===== config.mk =====
export PLATFORM = sky130hd
export DESIGN_NAME = station_trend_tracker_unit
export DESIGN_NICKNAME = d
export VERILOG_FILES = /design/src/stt_pkg.sv /design/src/station_trend_tracker_unit.sv /design/src/stt_ram.sv /design/src/stt_hist.sv /design/src/stt_avg.sv
export SDC_FILE = /design/constraint.sdc
export NUM_CORES = 2
export LEC_CHECK = 0
export BUFFER_PORTS_ARGS = -buffer_cell sky130_fd_sc_hd__buf_2
export CAP_MARGIN = 20
export CELL_PAD_IN_SITES_DETAIL_PLACEMENT = 0
export CELL_PAD_IN_SITES_GLOBAL_PLACEMENT = 1
export CORE_MARGIN = 2
export CORE_UTILIZATION = 54
export CTS_CLUSTER_SIZE = 30
export DETAILED_ROUTE_END_ITERATION = 12
export GPL_TIMING_DRIVEN = 1
export PLACE_DENSITY = 0.78
export SLEW_MARGIN = 0
export SYNTH_ARGS = -nofsm -noshare
export SYNTH_HDL_FRONTEND = slang
export SYNTH_SLANG_ARGS = --single-unit
export TNS_END_PERCENT = 10

===== constraint.sdc =====
create_clock -name clk -period 10.8 [get_ports clk]
set_input_delay 2.16 -clock clk [delete_from_list [all_inputs] [get_ports clk]]
set_output_delay 2.16 -clock clk [all_outputs]
set_load 0.1 [all_outputs]

===== src/stt_pkg.sv =====
// shared types, constants and arithmetic helpers of the station trend tracker
package stt_pkg;

	localparam int FAST_WIN = 5;
	localparam int SLOW_WIN = 60;
	localparam int LADDER   = 6;
	localparam int LEN_W    = 9;

	// reciprocals scaled so that the truncated product is exact over the sum ranges
	localparam int FAST_SHIFT = 17;
	localparam int SLOW_SHIFT = 24;
	localparam logic [14:0] FAST_RECIP = 15'(((1 << FAST_SHIFT) + FAST_WIN - 1) / FAST_WIN);
	localparam logic [18:0] SLOW_RECIP = 19'(((1 << SLOW_SHIFT) + SLOW_WIN - 1) / SLOW_WIN);

	localparam logic [12:0] TEMP_STEPS [LADDER] = '{13'd5, 13'd10, 13'd20, 13'd30, 13'd40, 13'd50};
	localparam logic [12:0] HUMI_STEPS [LADDER] = '{13'd2, 13'd4, 13'd8, 13'd10, 13'd12, 13'd14};

	localparam logic ACT_REPORT = 1'b0;
	localparam logic ACT_TICK   = 1'b1;

	typedef enum logic [1:0] {
		PH_NEW    = 2'd0,
		PH_HEARD  = 2'd1,
		PH_SEEDED = 2'd2
	} stt_phase_t;

	typedef enum logic [2:0] {
		ST_IDLE,
		ST_REP_RD,
		ST_REP_WR,
		ST_TK_RD,
		ST_TK_S1,
		ST_TK_S2,
		ST_TK_S3,
		ST_TK_OUT
	} stt_state_t;

	typedef struct packed {
		logic signed [10:0] temp;
		logic [6:0]         humi;
		stt_phase_t         phase;
		logic               heard;
		logic signed [13:0] fast_t;
		logic signed [17:0] slow_t;
		logic [9:0]         fast_h;
		logic [12:0]        slow_h;
	} stt_row_t;

	typedef struct packed {
		logic s1_en;
		logic s2_en;
		logic s3_en;
	} stt_ctl_t;

	// signed divide by the fast window, truncating toward zero
	function automatic logic signed [13:0] div_fast(input logic signed [13:0] v);
		logic [13:0] m;
		logic [28:0] p;
		logic [13:0] q;
		m = v[13] ? 14'(-v) : 14'(v);
		p = 29'(m) * 29'(FAST_RECIP);
		q = 14'(p >> FAST_SHIFT);
		return v[13] ? -$signed(q) : $signed(q);
	endfunction

	// signed divide by the slow window, truncating toward zero
	function automatic logic signed [17:0] div_slow(input logic signed [17:0] v);
		logic [17:0] m;
		logic [36:0] p;
		logic [17:0] q;
		m = v[17] ? 18'(-v) : 18'(v);
		p = 37'(m) * 37'(SLOW_RECIP);
		q = 18'(p >> SLOW_SHIFT);
		return v[17] ? -$signed(q) : $signed(q);
	endfunction

	// number of ladder steps at or below the magnitude, with the sign of the difference
	function automatic logic signed [3:0] quantize(input logic signed [12:0] d, input logic humi);
		logic [12:0] mag;
		logic [3:0]  lvl;
		mag = d[12] ? 13'(-d) : 13'(d);
		lvl = '0;
		for (int i = 0; i < LADDER; i++) begin
			if (mag >= (humi ? HUMI_STEPS[i] : TEMP_STEPS[i])) begin
				lvl = lvl + 4'd1;
			end
		end
		return d[12] ? -$signed(lvl) : $signed(lvl);
	endfunction

endpackage


===== src/station_trend_tracker_unit.sv =====
// report: the station row is read and written back; no result word
// tick: one station after another through the row memory
// (read, divide, update, divide, quantize), giving NUM_STATIONS result words;
// a stalled result word holds the walk in place
// one item is taken at a time; in_stall stays high until the item is finished
// reset: all stations read as never reported with zero sums and history, history_length = 80
module station_trend_tracker_unit #(
	parameter int NUM_STATIONS = 4,
	parameter int HISTORY_DEPTH = 128
) (
	input  logic              clk,
	input  logic              arst_n,
	input  logic              cfg_write_en,
	input  logic [7:0]        cfg_write_data,
	input  logic              in_valid,
	output logic              in_stall,
	input  logic              action,
	input  logic [3:0]        station,
	input  logic signed [10:0] temp_tenths,
	input  logic [6:0]        humidity,
	output logic              out_valid,
	input  logic              out_stall,
	output logic [3:0]        station_index,
	output logic signed [3:0] temp_trend,
	output logic signed [3:0] humi_trend,
	output logic              heard_recently,
	output logic              last
);
	import stt_pkg::*;

	localparam int AW = (NUM_STATIONS > 1) ? $clog2(NUM_STATIONS) : 1;
	localparam int RW = $bits(stt_row_t);

	stt_state_t state_q, state_nx;
	stt_ctl_t ctl;

	logic [7:0] hl_q;
	logic [LEN_W-1:0] len;
	logic [AW-1:0] cnt_q;
	logic [AW-1:0] rep_addr_q;
	logic signed [10:0] temp_q;
	logic [6:0] humi_q;

	logic in_acc;
	logic rep_ok;
	logic cnt_last;
	logic out_load;

	logic [AW-1:0] raddr, waddr;
	logic [RW-1:0] row_rdata, row_wdata;
	logic row_we;
	stt_row_t row_rd, rep_row, row_s2;
	logic [HISTORY_DEPTH-1:0] hist_rdata, hist_s1;
	logic hist_we;
	logic any_s2;
	logic signed [3:0] temp_lvl, humi_lvl;

	logic out_valid_q;

	assign in_acc   = in_valid && !in_stall;
	assign rep_ok   = ({1'b0, station} < 5'(NUM_STATIONS));
	assign cnt_last = (cnt_q == AW'(NUM_STATIONS - 1));
	assign out_load = (state_q == ST_TK_OUT) && (!out_valid_q || !out_stall);

	// window length limited to one and to the history depth
	always_comb begin
		if (hl_q == 8'd0) begin
			len = LEN_W'(1);
		end else if ({1'b0, hl_q} > LEN_W'(HISTORY_DEPTH)) begin
			len = LEN_W'(HISTORY_DEPTH);
		end else begin
			len = {1'b0, hl_q};
		end
	end

	// next state
	always_comb begin
		state_nx = state_q;
		case (state_q)
			ST_IDLE: begin
				if (in_acc) begin
					if (action == ACT_TICK) begin
						state_nx = ST_TK_RD;
					end else if (rep_ok) begin
						state_nx = ST_REP_RD;
					end
				end
			end
			ST_REP_RD: state_nx = ST_REP_WR;
			ST_REP_WR: state_nx = ST_IDLE;
			ST_TK_RD:  state_nx = ST_TK_S1;
			ST_TK_S1:  state_nx = ST_TK_S2;
			ST_TK_S2:  state_nx = ST_TK_S3;
			ST_TK_S3:  state_nx = ST_TK_OUT;
			ST_TK_OUT: begin
				if (out_load) begin
					state_nx = cnt_last ? ST_IDLE : ST_TK_RD;
				end
			end
			default: state_nx = ST_IDLE;
		endcase
	end

	// outputs of the sequencer
	always_comb begin
		in_stall  = (state_q != ST_IDLE);
		ctl.s1_en = (state_q == ST_TK_S1);
		ctl.s2_en = (state_q == ST_TK_S2);
		ctl.s3_en = (state_q == ST_TK_S3);
		raddr     = (state_q == ST_REP_RD) ? rep_addr_q : cnt_q;
		waddr     = (state_q == ST_REP_WR) ? rep_addr_q : cnt_q;
		row_we    = (state_q == ST_REP_WR) || (state_q == ST_TK_S3);
		hist_we   = (state_q == ST_TK_S3);
	end

	always_ff @(posedge clk or negedge arst_n) begin
		if (!arst_n) begin
			state_q     <= ST_IDLE;
			hl_q        <= 8'd80;
			cnt_q       <= '0;
			out_valid_q <= 1'b0;
		end else begin
			state_q <= state_nx;
			if (cfg_write_en) begin
				hl_q <= cfg_write_data;
			end
			if (out_load) begin
				cnt_q <= cnt_last ? '0 : cnt_q + AW'(1);
			end
			if (out_load) begin
				out_valid_q <= 1'b1;
			end else if (!out_stall) begin
				out_valid_q <= 1'b0;
			end
		end
	end

	always_ff @(posedge clk) begin
		if (in_acc) begin
			rep_addr_q <= station[AW-1:0];
			temp_q     <= temp_tenths;
			humi_q     <= humidity;
		end
		if (out_load) begin
			station_index  <= 4'(cnt_q);
			temp_trend     <= temp_lvl;
			humi_trend     <= humi_lvl;
			heard_recently <= any_s2;
			last           <= cnt_last;
		end
	end

	// report modifies the row it has just read; a tick writes the updated row
	assign row_rd = stt_row_t'(row_rdata);

	always_comb begin
		rep_row       = row_rd;
		rep_row.temp  = temp_q;
		rep_row.humi  = humi_q;
		rep_row.heard = 1'b1;
		if (row_rd.phase == PH_NEW) begin
			rep_row.phase = PH_HEARD;
		end
	end

	assign row_wdata = (state_q == ST_REP_WR) ? RW'(rep_row) : RW'(row_s2);
	assign out_valid = out_valid_q;

	stt_ram #(.W(RW), .DEPTH(NUM_STATIONS)) u_row_ram (
		.clk    (clk),
		.arst_n (arst_n),
		.raddr  (raddr),
		.rdata  (row_rdata),
		.we     (row_we),
		.waddr  (waddr),
		.wdata  (row_wdata)
	);

	stt_ram #(.W(HISTORY_DEPTH), .DEPTH(NUM_STATIONS)) u_hist_ram (
		.clk    (clk),
		.arst_n (arst_n),
		.raddr  (raddr),
		.rdata  (hist_rdata),
		.we     (hist_we),
		.waddr  (waddr),
		.wdata  (hist_s1)
	);

	stt_hist #(.HISTORY_DEPTH(HISTORY_DEPTH)) u_hist (
		.clk     (clk),
		.ctl     (ctl),
		.hist_rd (hist_rdata),
		.heard   (row_rd.heard),
		.len     (len),
		.hist_s1 (hist_s1),
		.any_s2  (any_s2)
	);

	stt_avg u_avg (
		.clk      (clk),
		.ctl      (ctl),
		.row_rd   (row_rd),
		.row_s2   (row_s2),
		.temp_lvl (temp_lvl),
		.humi_lvl (humi_lvl)
	);

endmodule


===== src/stt_ram.sv =====
// synchronous row memory with registered read and per-row valid bits (unwritten rows read zero)
module stt_ram #(
	parameter int W = 8,
	parameter int DEPTH = 4,
	localparam int AW = (DEPTH > 1) ? $clog2(DEPTH) : 1
) (
	input  logic          clk,
	input  logic          arst_n,
	input  logic [AW-1:0] raddr,
	output logic [W-1:0]  rdata,
	input  logic          we,
	input  logic [AW-1:0] waddr,
	input  logic [W-1:0]  wdata
);

	logic [W-1:0] mem [DEPTH];
	logic [W-1:0] rdata_q;
	logic [DEPTH-1:0] vld_q;
	logic rvld_q;

	always_ff @(posedge clk) begin
		if (we) begin
			mem[waddr] <= wdata;
		end
		rdata_q <= mem[raddr];
	end

	always_ff @(posedge clk or negedge arst_n) begin
		if (!arst_n) begin
			vld_q  <= '0;
			rvld_q <= 1'b0;
		end else begin
			if (we) begin
				vld_q[waddr] <= 1'b1;
			end
			rvld_q <= vld_q[raddr];
		end
	end

	assign rdata = rvld_q ? rdata_q : '0;

endmodule


===== src/stt_hist.sv =====
// receive history shift over the active window and registered window-or
module stt_hist #(
	parameter int HISTORY_DEPTH = 128
) (
	input  logic                          clk,
	input  stt_pkg::stt_ctl_t             ctl,
	input  logic [HISTORY_DEPTH-1:0]      hist_rd,
	input  logic                          heard,
	input  logic [stt_pkg::LEN_W-1:0]     len,
	output logic [HISTORY_DEPTH-1:0]      hist_s1,
	output logic                          any_s2
);
	import stt_pkg::*;

	localparam int NCH = (HISTORY_DEPTH + 15) / 16;

	logic [HISTORY_DEPTH-1:0] shifted;
	logic [NCH-1:0] chunk;
	logic [NCH-1:0] chunk_s1;

	always_comb begin
		for (int x = 0; x < HISTORY_DEPTH; x++) begin
			if (LEN_W'(x + 1) < len) begin
				shifted[x] = hist_rd[(x + 1 < HISTORY_DEPTH) ? x + 1 : x];
			end else if (LEN_W'(x + 1) == len) begin
				shifted[x] = heard;
			end else begin
				shifted[x] = hist_rd[x];
			end
		end
	end

	// or of the window in groups of sixteen cells, finished in the next stage
	always_comb begin
		chunk = '0;
		for (int x = 0; x < HISTORY_DEPTH; x++) begin
			chunk[x >> 4] = chunk[x >> 4] | (shifted[x] & (LEN_W'(x) < len));
		end
	end

	always_ff @(posedge clk) begin
		if (ctl.s1_en) begin
			hist_s1  <= shifted;
			chunk_s1 <= chunk;
		end
		if (ctl.s2_en) begin
			any_s2 <= |chunk_s1;
		end
	end

endmodule


===== src/stt_avg.sv =====
// running-sum average update, seeding and trend levels for one station row
module stt_avg (
	input  logic              clk,
	input  stt_pkg::stt_ctl_t ctl,
	input  stt_pkg::stt_row_t row_rd,
	output stt_pkg::stt_row_t row_s2,
	output logic signed [3:0] temp_lvl,
	output logic signed [3:0] humi_lvl
);
	import stt_pkg::*;

	stt_row_t row_s1;
	stt_row_t row_nx;
	logic signed [13:0] qft_s1;
	logic signed [17:0] qst_s1;
	logic signed [13:0] qfh_s1;
	logic signed [17:0] qsh_s1;
	logic signed [13:0] aft_s3;
	logic signed [17:0] ast_s3;
	logic signed [13:0] afh_s3;
	logic signed [17:0] ash_s3;

	always_ff @(posedge clk) begin
		if (ctl.s1_en) begin
			row_s1 <= row_rd;
			qft_s1 <= div_fast(row_rd.fast_t);
			qst_s1 <= div_slow(row_rd.slow_t);
			qfh_s1 <= div_fast($signed({4'b0, row_rd.fast_h}));
			qsh_s1 <= div_slow($signed({5'b0, row_rd.slow_h}));
		end
		if (ctl.s2_en) begin
			row_s2 <= row_nx;
		end
		if (ctl.s3_en) begin
			aft_s3 <= div_fast(row_s2.fast_t);
			ast_s3 <= div_slow(row_s2.slow_t);
			afh_s3 <= div_fast($signed({4'b0, row_s2.fast_h}));
			ash_s3 <= div_slow($signed({5'b0, row_s2.slow_h}));
		end
	end

	always_comb begin
		row_nx = row_s1;
		row_nx.heard = 1'b0;
		case (row_s1.phase)
			PH_HEARD: begin
				row_nx.fast_t = 14'(row_s1.temp * FAST_WIN);
				row_nx.slow_t = 18'(row_s1.temp * SLOW_WIN);
				row_nx.fast_h = 10'(row_s1.humi * FAST_WIN);
				row_nx.slow_h = 13'(row_s1.humi * SLOW_WIN);
				row_nx.phase  = PH_SEEDED;
			end
			PH_SEEDED: begin
				row_nx.fast_t = row_s1.fast_t + 14'(row_s1.temp) - qft_s1;
				row_nx.slow_t = row_s1.slow_t + 18'(row_s1.temp) - qst_s1;
				row_nx.fast_h = row_s1.fast_h + 10'(row_s1.humi) - 10'(qfh_s1);
				row_nx.slow_h = row_s1.slow_h + 13'(row_s1.humi) - 13'(qsh_s1);
			end
			default: begin
				row_nx.phase = row_s1.phase;
			end
		endcase
	end

	assign temp_lvl = quantize(13'(aft_s3) - 13'(ast_s3), 1'b0);
	assign humi_lvl = quantize(13'(afh_s3) - 13'(ash_s3), 1'b1);

endmodule

# ---- Word-level counts from Yosys, hierarchy flattened
# Memory sizes are Yosys's and may differ from the RTL's. A register that Yosys moved wholly into a read port is not among the register bits.
# Cells that the tools add are included.
dict set report totals {
  n_memories 2
  ram_bits 816
  rom_bits 0
  latchBits 0
  output_inout_bits 16
  word_cells 951
  inputBits 36
  reg_bits 433
}
dict set report classes {
  n_mux 308
  shifts 0
  n_bitwise 250
  mul 12
  eq_ne 142
  div_mod_pow 0
  reduce_logical 14
  order_cmp 146
  n_addsub 33
}
# name depth word_bits read_ports rd_clocked_by_memory_dff write_ports line_no
set mem_list {}
lappend mem_list {u_hist_ram.mem 4 128 1 1 1 stt_ram.sv:16} ;# logic [W-1:0] mem [DEPTH];
lappend mem_list {u_row_ram.mem 4 76 1 1 1 stt_ram.sv:16}
# op n
set ops {}
lappend ops {{equality test 7 x 9 -> 1 bit (first input constant)} 64}
lappend ops {{< comparator 7 x 9 -> 1 bit (first input constant)} 64}
lappend ops {{equality test 6 x 9 -> 1 bit (first input constant)} 32}
lappend ops {{< comparator 6 x 9 -> 1 bit (first input constant)} 32}
lappend ops {{2-to-1 mux 1 bit} 267}
lappend ops {{equality test 5 x 9 -> 1 bit (first input constant)} 16}
lappend ops {{< comparator 5 x 9 -> 1 bit (first input constant)} 16}
lappend ops {{bitwise AND 1 bit} 128}
lappend ops {{2-to-1 mux 128 bit} 1}
lappend ops {{bitwise OR 1 bit} 120}
lappend ops {{one-hot mux 55 bit (2 select lines)} 1}
lappend ops {{2-to-1 mux 76 bit} 1}
lappend ops {{multiplier 18 x 19 -> 37 bit (second input constant)} 2}
lappend ops {{equality test 4 x 9 -> 1 bit (first input constant)} 8}
lappend ops {{< comparator 4 x 9 -> 1 bit (first input constant)} 8}
lappend ops {{greater-or-equal comparator 13 x 4 -> 1 bit (second input constant)} 5}
lappend ops {{multiplier 13 x 19 -> 32 bit (second input constant)} 2}
lappend ops {{multiplier 14 x 15 -> 29 bit (second input constant)} 2}
lappend ops {{2-to-1 mux 58 bit} 1}
lappend ops {{2-to-1 mux 13 bit} 4}
lappend ops {{multiplier 10 x 15 -> 25 bit (second input constant)} 2}
lappend ops {{2-to-1 mux 4 bit} 12}
lappend ops {{negation 13 bit} 3}
lappend ops {{equality test 3 x 9 -> 1 bit (first input constant)} 4}
lappend ops {{other kinds (66)} 110}

# ---- Logic depth before layout (Yosys ltp)
dict set report depth {
  word_depth 22
  mapped_depth 38
  ltp_nobuf 36
}

# ---- Hierarchy
# A second synthesis with hierarchy kept.
dict set report hier_totals {
  cells_unflattened 6920
  hier_area_um2 88348.5
}
# mod instances area_per_inst_um2 cells_per_inst seq_area_each_um2
set modules_own_cells {}
lappend modules_own_cells {stt_avg 1 39899.5 4042 7206.9}
lappend modules_own_cells {{stt_ram (u_hist_ram)} 1 22101.2 953 18062.3}
lappend modules_own_cells {{stt_ram (u_row_ram)} 1 13232.7 573 10775.3}
lappend modules_own_cells {stt_hist 1 10460.0 1161 4113.9}
lappend modules_own_cells {station_trend_tracker_unit 1 2655.0 191 1313.8}

# ---- Least setup slack after synthesis
# Ideal clock, no wire load.
dict set report synth_path {
  path_type {register -> register}
  startpoint {register u_avg.row_s2[41] (netlist name)}
  endpoint {register u_avg.aft_s3[11] (data pin)}
  arrival_time_ns 8.449
  n_path_buf 0
  stages_incl_launch_ff 30
  path_slack_ns 2.085
  setup_time_ns 0.265
  t_required_ns 10.535
  period_less_slack_ns 8.715
  path_cell_list {edfxtp_1 > inv_1 > nand2_1 > or4_1 > or2_2 > or3_1 > nor4_1 > fa_1 > fa_1 > fa_1 > fa_1 > inv_1 > fa_1 > inv_1 > fa_1 > inv_1 > ha_1 > a21o_1 > a21o_1 > a21o_1 > nor3b_1 > o21ai_1 > a2111oi_4 > nor3_2 > or4_4 > or4_1 > nor2_1 > mux2i_1 > o211ai_2 > xor2_1}
}
dict set report synth_between {
  elab_chain_len 5
}
# element line_no
set synth_rtl {}
lappend synth_rtl {{negation 14 bit} stt_pkg.sv:60} ;# m = v[13] ? 14'(-v) : 14'(v);
lappend synth_rtl {{2-to-1 mux 14 bit (*)} stt_pkg.sv:60}
lappend synth_rtl {{multiplier 14 x 15 -> 29 bit (*)} stt_pkg.sv:61} ;# p = 29'(m) * 29'(FAST_RECIP);
lappend synth_rtl {{negation 12 -> 13 bit} stt_pkg.sv:63} ;# return v[13] ? -$signed(q) : $signed(q);
lappend synth_rtl {{2-to-1 mux 12 bit (*)} stt_pkg.sv:63}
lappend synth_rtl {{to (signal assigned)} stt_avg.sv:35} ;# aft_s3 <= div_fast(row_s2.fast_t);
lappend synth_rtl {{to (decl)} stt_avg.sv:18} ;# logic signed [13:0] aft_s3;
# Every way passes the cells marked *; elsewhere a longest branch is shown, timed or not.
# A chain may end at the register's enable or synchronous reset.

# ---- Worst setup path after layout
dict set report layout_path {
  startpoint {register u_avg.row_s2[41] (netlist name)}
  endpoint {register u_avg.aft_s3[11] (data pin)}
}
dict set report layout_between {
  elab_chain_len 5
}
# element line_no
set layout_rtl {}
lappend layout_rtl {{negation 14 bit} stt_pkg.sv:60}
lappend layout_rtl {{2-to-1 mux 14 bit (*)} stt_pkg.sv:60}
lappend layout_rtl {{multiplier 14 x 15 -> 29 bit (*)} stt_pkg.sv:61}
lappend layout_rtl {{negation 12 -> 13 bit} stt_pkg.sv:63}
lappend layout_rtl {{2-to-1 mux 12 bit (*)} stt_pkg.sv:63}
# Marked as above.

==> metrics.cfg <==
[status]
status = finished clean

[setup_path]
r2r_setup_slack_ns = 1.36
reg2reg_depth = 29
critPathSlowestCell = nor4_1
cp-end-kind = flip-flop
path_common_cell = fa_1
max_stage_delay_ns = 0.67
crit_fanout = 6
critPathKind = flip-flop to flip-flop
cp-start-kind = flip-flop
r2r-start = u_avg.row_s2[41]
crit_required_ns = 11.35
r2r-end = u_avg.aft_s3[11]
cp.depth = 29
path_buf_inv = 4
worstPathArrival_ns = 9.98
critical_path.top_delay_family = simple AND/OR/NAND/NOR gates

[sta]
final_max_slew_viol_count = 0
clock_skew_ns = 0.0472
min_period_ns = 9.44
fmax_ghz = 0.106
post-route-period-util_pct = 87.4
setup_ws_ns = 1.36
grt_setup_unrepaired = false
holdWs_ns = 0.468
hold_viol = 0
relSlewSlack_pct = 10.2
fin_setup_tns_ns = 0
worstMarginPinSlew_ns = 1.34
setup_viol = 0

[clock_tree]
root_buffer = clkbuf_16
cts_max_level = 4
cts-buffers-inserted = 151
clkLatencyLatePin_ns = 0.82
postCtsSetupBuffers = 0
clk_pin_slew_ns = 0.06
cts.sinks = 1453
clockBufferDepth = 3
cts_tree = built
cts_resized = 0
hold_buffers = 0

[min_path]
min_path_cells = 1
min_from = u_hist_ram.vld_q[3]
hold_class = flip-flop to flip-flop
whs_endpoint = u_hist_ram.vld_q[3]

[global_routing]
grt_usage_pct = 26.3
grt_pass1_wl_mm = 326
grt_remaining_overflow = 0
grt_max_degree = 139
grt_antenna_before_repair = 6
grt_pass1_vias = 54500

[synthesis]
yosysMostFrequentCell = edfxtp_1
synth_flop_cell = edfxtp_1
ys_top_cells_by_count = edfxtp_1 (1225), inv_1 (956), ha_1 (873), nand2_1 (483), fa_1 (384)
netlist_area_um2 = 86000
synth-warning-count = 0
async_reset_ff_share_pct = 1.65
ys_seq_area_share_pct = 48.2
synth_cell_types = 101
synth_top_cell_area_share_pct = 42.8
synth-edff-count = 1225
postSynthAreaPerCell_um2 = 12.5
netlist_instances = 6869
yosys-top-cells-area = edfxtp_1 (43%), ha_1 (13%), fa_1 (8.9%)
ys_ff_latch = 1453
synth_top_area_cell = edfxtp_1

[place]
hpwl_mm = 150
post-place-cells = 8872
place_congestion = 0.937
place_ws_ns = 1.32
io_buffers = 49

[routing]
drt.antenna.violating_nets = 0
wl_per_cell_um = 23.1
post-route-drc-count = 0
vias_per_cell = 5.92
firstDrtPassIters = 9
initialDrtViolationCount = 5308
wirelength_mm = 211
via_count = 54200

[floorplan]
io_pins = 52
start_util_pct = 54.4
dieWidth_um = 403
die_area_um2 = 162000
core_area_um2 = 158000
rows = 146
die_h_um = 403

[final_layout]
area_delta_synth_final_pct = 9.33
stdcell_count = 9158
fin_nets = 8248
drive_gt1_share_pct = 9.91

[job]
drv_cap = 0

## logic make-up (layout without fill, tap and decap cells)
kind of cell,after synthesis,in the layout,synth area share (%)
buffers and inverters,1158,1371,5.08
adders and majority gates,1257,1257,21.6
muxes,302,302,6.59
DFF,1453,1453,48.2
AOI/OAI and AO/OA,1190,1190,8.94
and+or+nand+nor,1215,1215,6.52
other,1,5,0.00436
xor gates and xnor gates,293,293,3.00
## state kept, by name, indices dropped and copies added (netlist names), 14 cells and up
| name | flops |
|---|---|
| u_avg.qft_s1 | 14 |
| u_hist_ram.rdata_q | 128 |
| u_avg.qst_s1 | 18 |
| u_avg.row_nx | 18 |
| u_avg.row_s2 | 75 |
| u_hist_ram.mem | 512 |
| u_row_ram.mem | 304 |
| u_avg.row_s1 | 57 |
| u_hist.hist_s1 | 128 |
| u_row_ram.rdata_q | 76 |
## how the worst max path moves through the flow
| stage | from | to | slack (ns) |
|---|---|---|---|
| finish | u_avg.row_s2[41] | u_avg.aft_s3[11] | 1.36 |
| CTS | u_avg.row_s2[41] | u_avg.aft_s3[11] | 1.32 |
| global placement | u_avg.row_s2[41] | u_avg.aft_s3[11] | 1.39 |
| global route | u_avg.row_s2[41] | u_avg.aft_s3[11] | 0.80 |
| detailed placement | u_avg.row_s2[41] | u_avg.aft_s3[11] | 1.32 |
| floorplan | u_avg.row_s2[41] | u_avg.aft_s3[11] | 2.09 |
## cell usage in the layout, fill, tap and decap left out, types with 25 or more instances in the layout
| cell type | count |
|---|---|
| nand2_1 | 482 |
| clkbuf_16 | 152 |
| edfxtp_1 | 1225 |
| o21a_1 | 27 |
| o21ai_0 | 290 |
| a31oi_1 | 54 |
| buf_2 | 50 |
| nor2_1 | 266 |
| inv_1 | 956 |
| nor3_1 | 62 |
| a21oi_1 | 324 |
| mux4_2 | 206 |
| clkbuf_8 | 25 |
| o31ai_1 | 35 |
| mux2_2 | 47 |
| ha_1 | 871 |
| nand3_1 | 96 |
| mux2i_1 | 46 |
| a21o_1 | 86 |
| o21bai_1 | 48 |
| nand2b_1 | 30 |
| clkbuf_1 | 33 |
| and2_1 | 58 |
| or2_2 | 29 |
| xnor2_1 | 195 |
| fa_1 | 384 |
| xor2_1 | 96 |
| a221oi_1 | 52 |
| dfxtp_1 | 204 |
| nor2b_1 | 43 |
| o22ai_1 | 27 |
| buf_4 | 73 |
## layer usage
layer	vias up	global-route usage [%]	share of wire, %
met1	27100	39.9	46
met4	6	5.60	1.9
met2	1936	39.1	43
met3	290	5.83	8.6
li1	24800	-	-
met5	-	0	0.015
## stage by stage
step / util, % / instance area [um^2]
final: 59.4 / 94000
after global routing: 59.4 / 94000
after CTS: 59.4 / 94000
after detailed placement: 56.2 / 88800
after global placement: 56.2 / 88800
after floorplan: - / 86000
## final cells by class
type                       instances  area [um^2]
fill                           12600        64200
clock buffer                     210         4270
antenna                            3         7.51
inverter                         963         3620
tap                             2072         2590
clock inverter                    71          887
sequential                      1453        41500
timing repair buffer             127          870
multi-input combinational       4259        40300
Power is not shown: default switching activity piles up to over one toggle a cycle in this logic, so the estimate is an artifact.
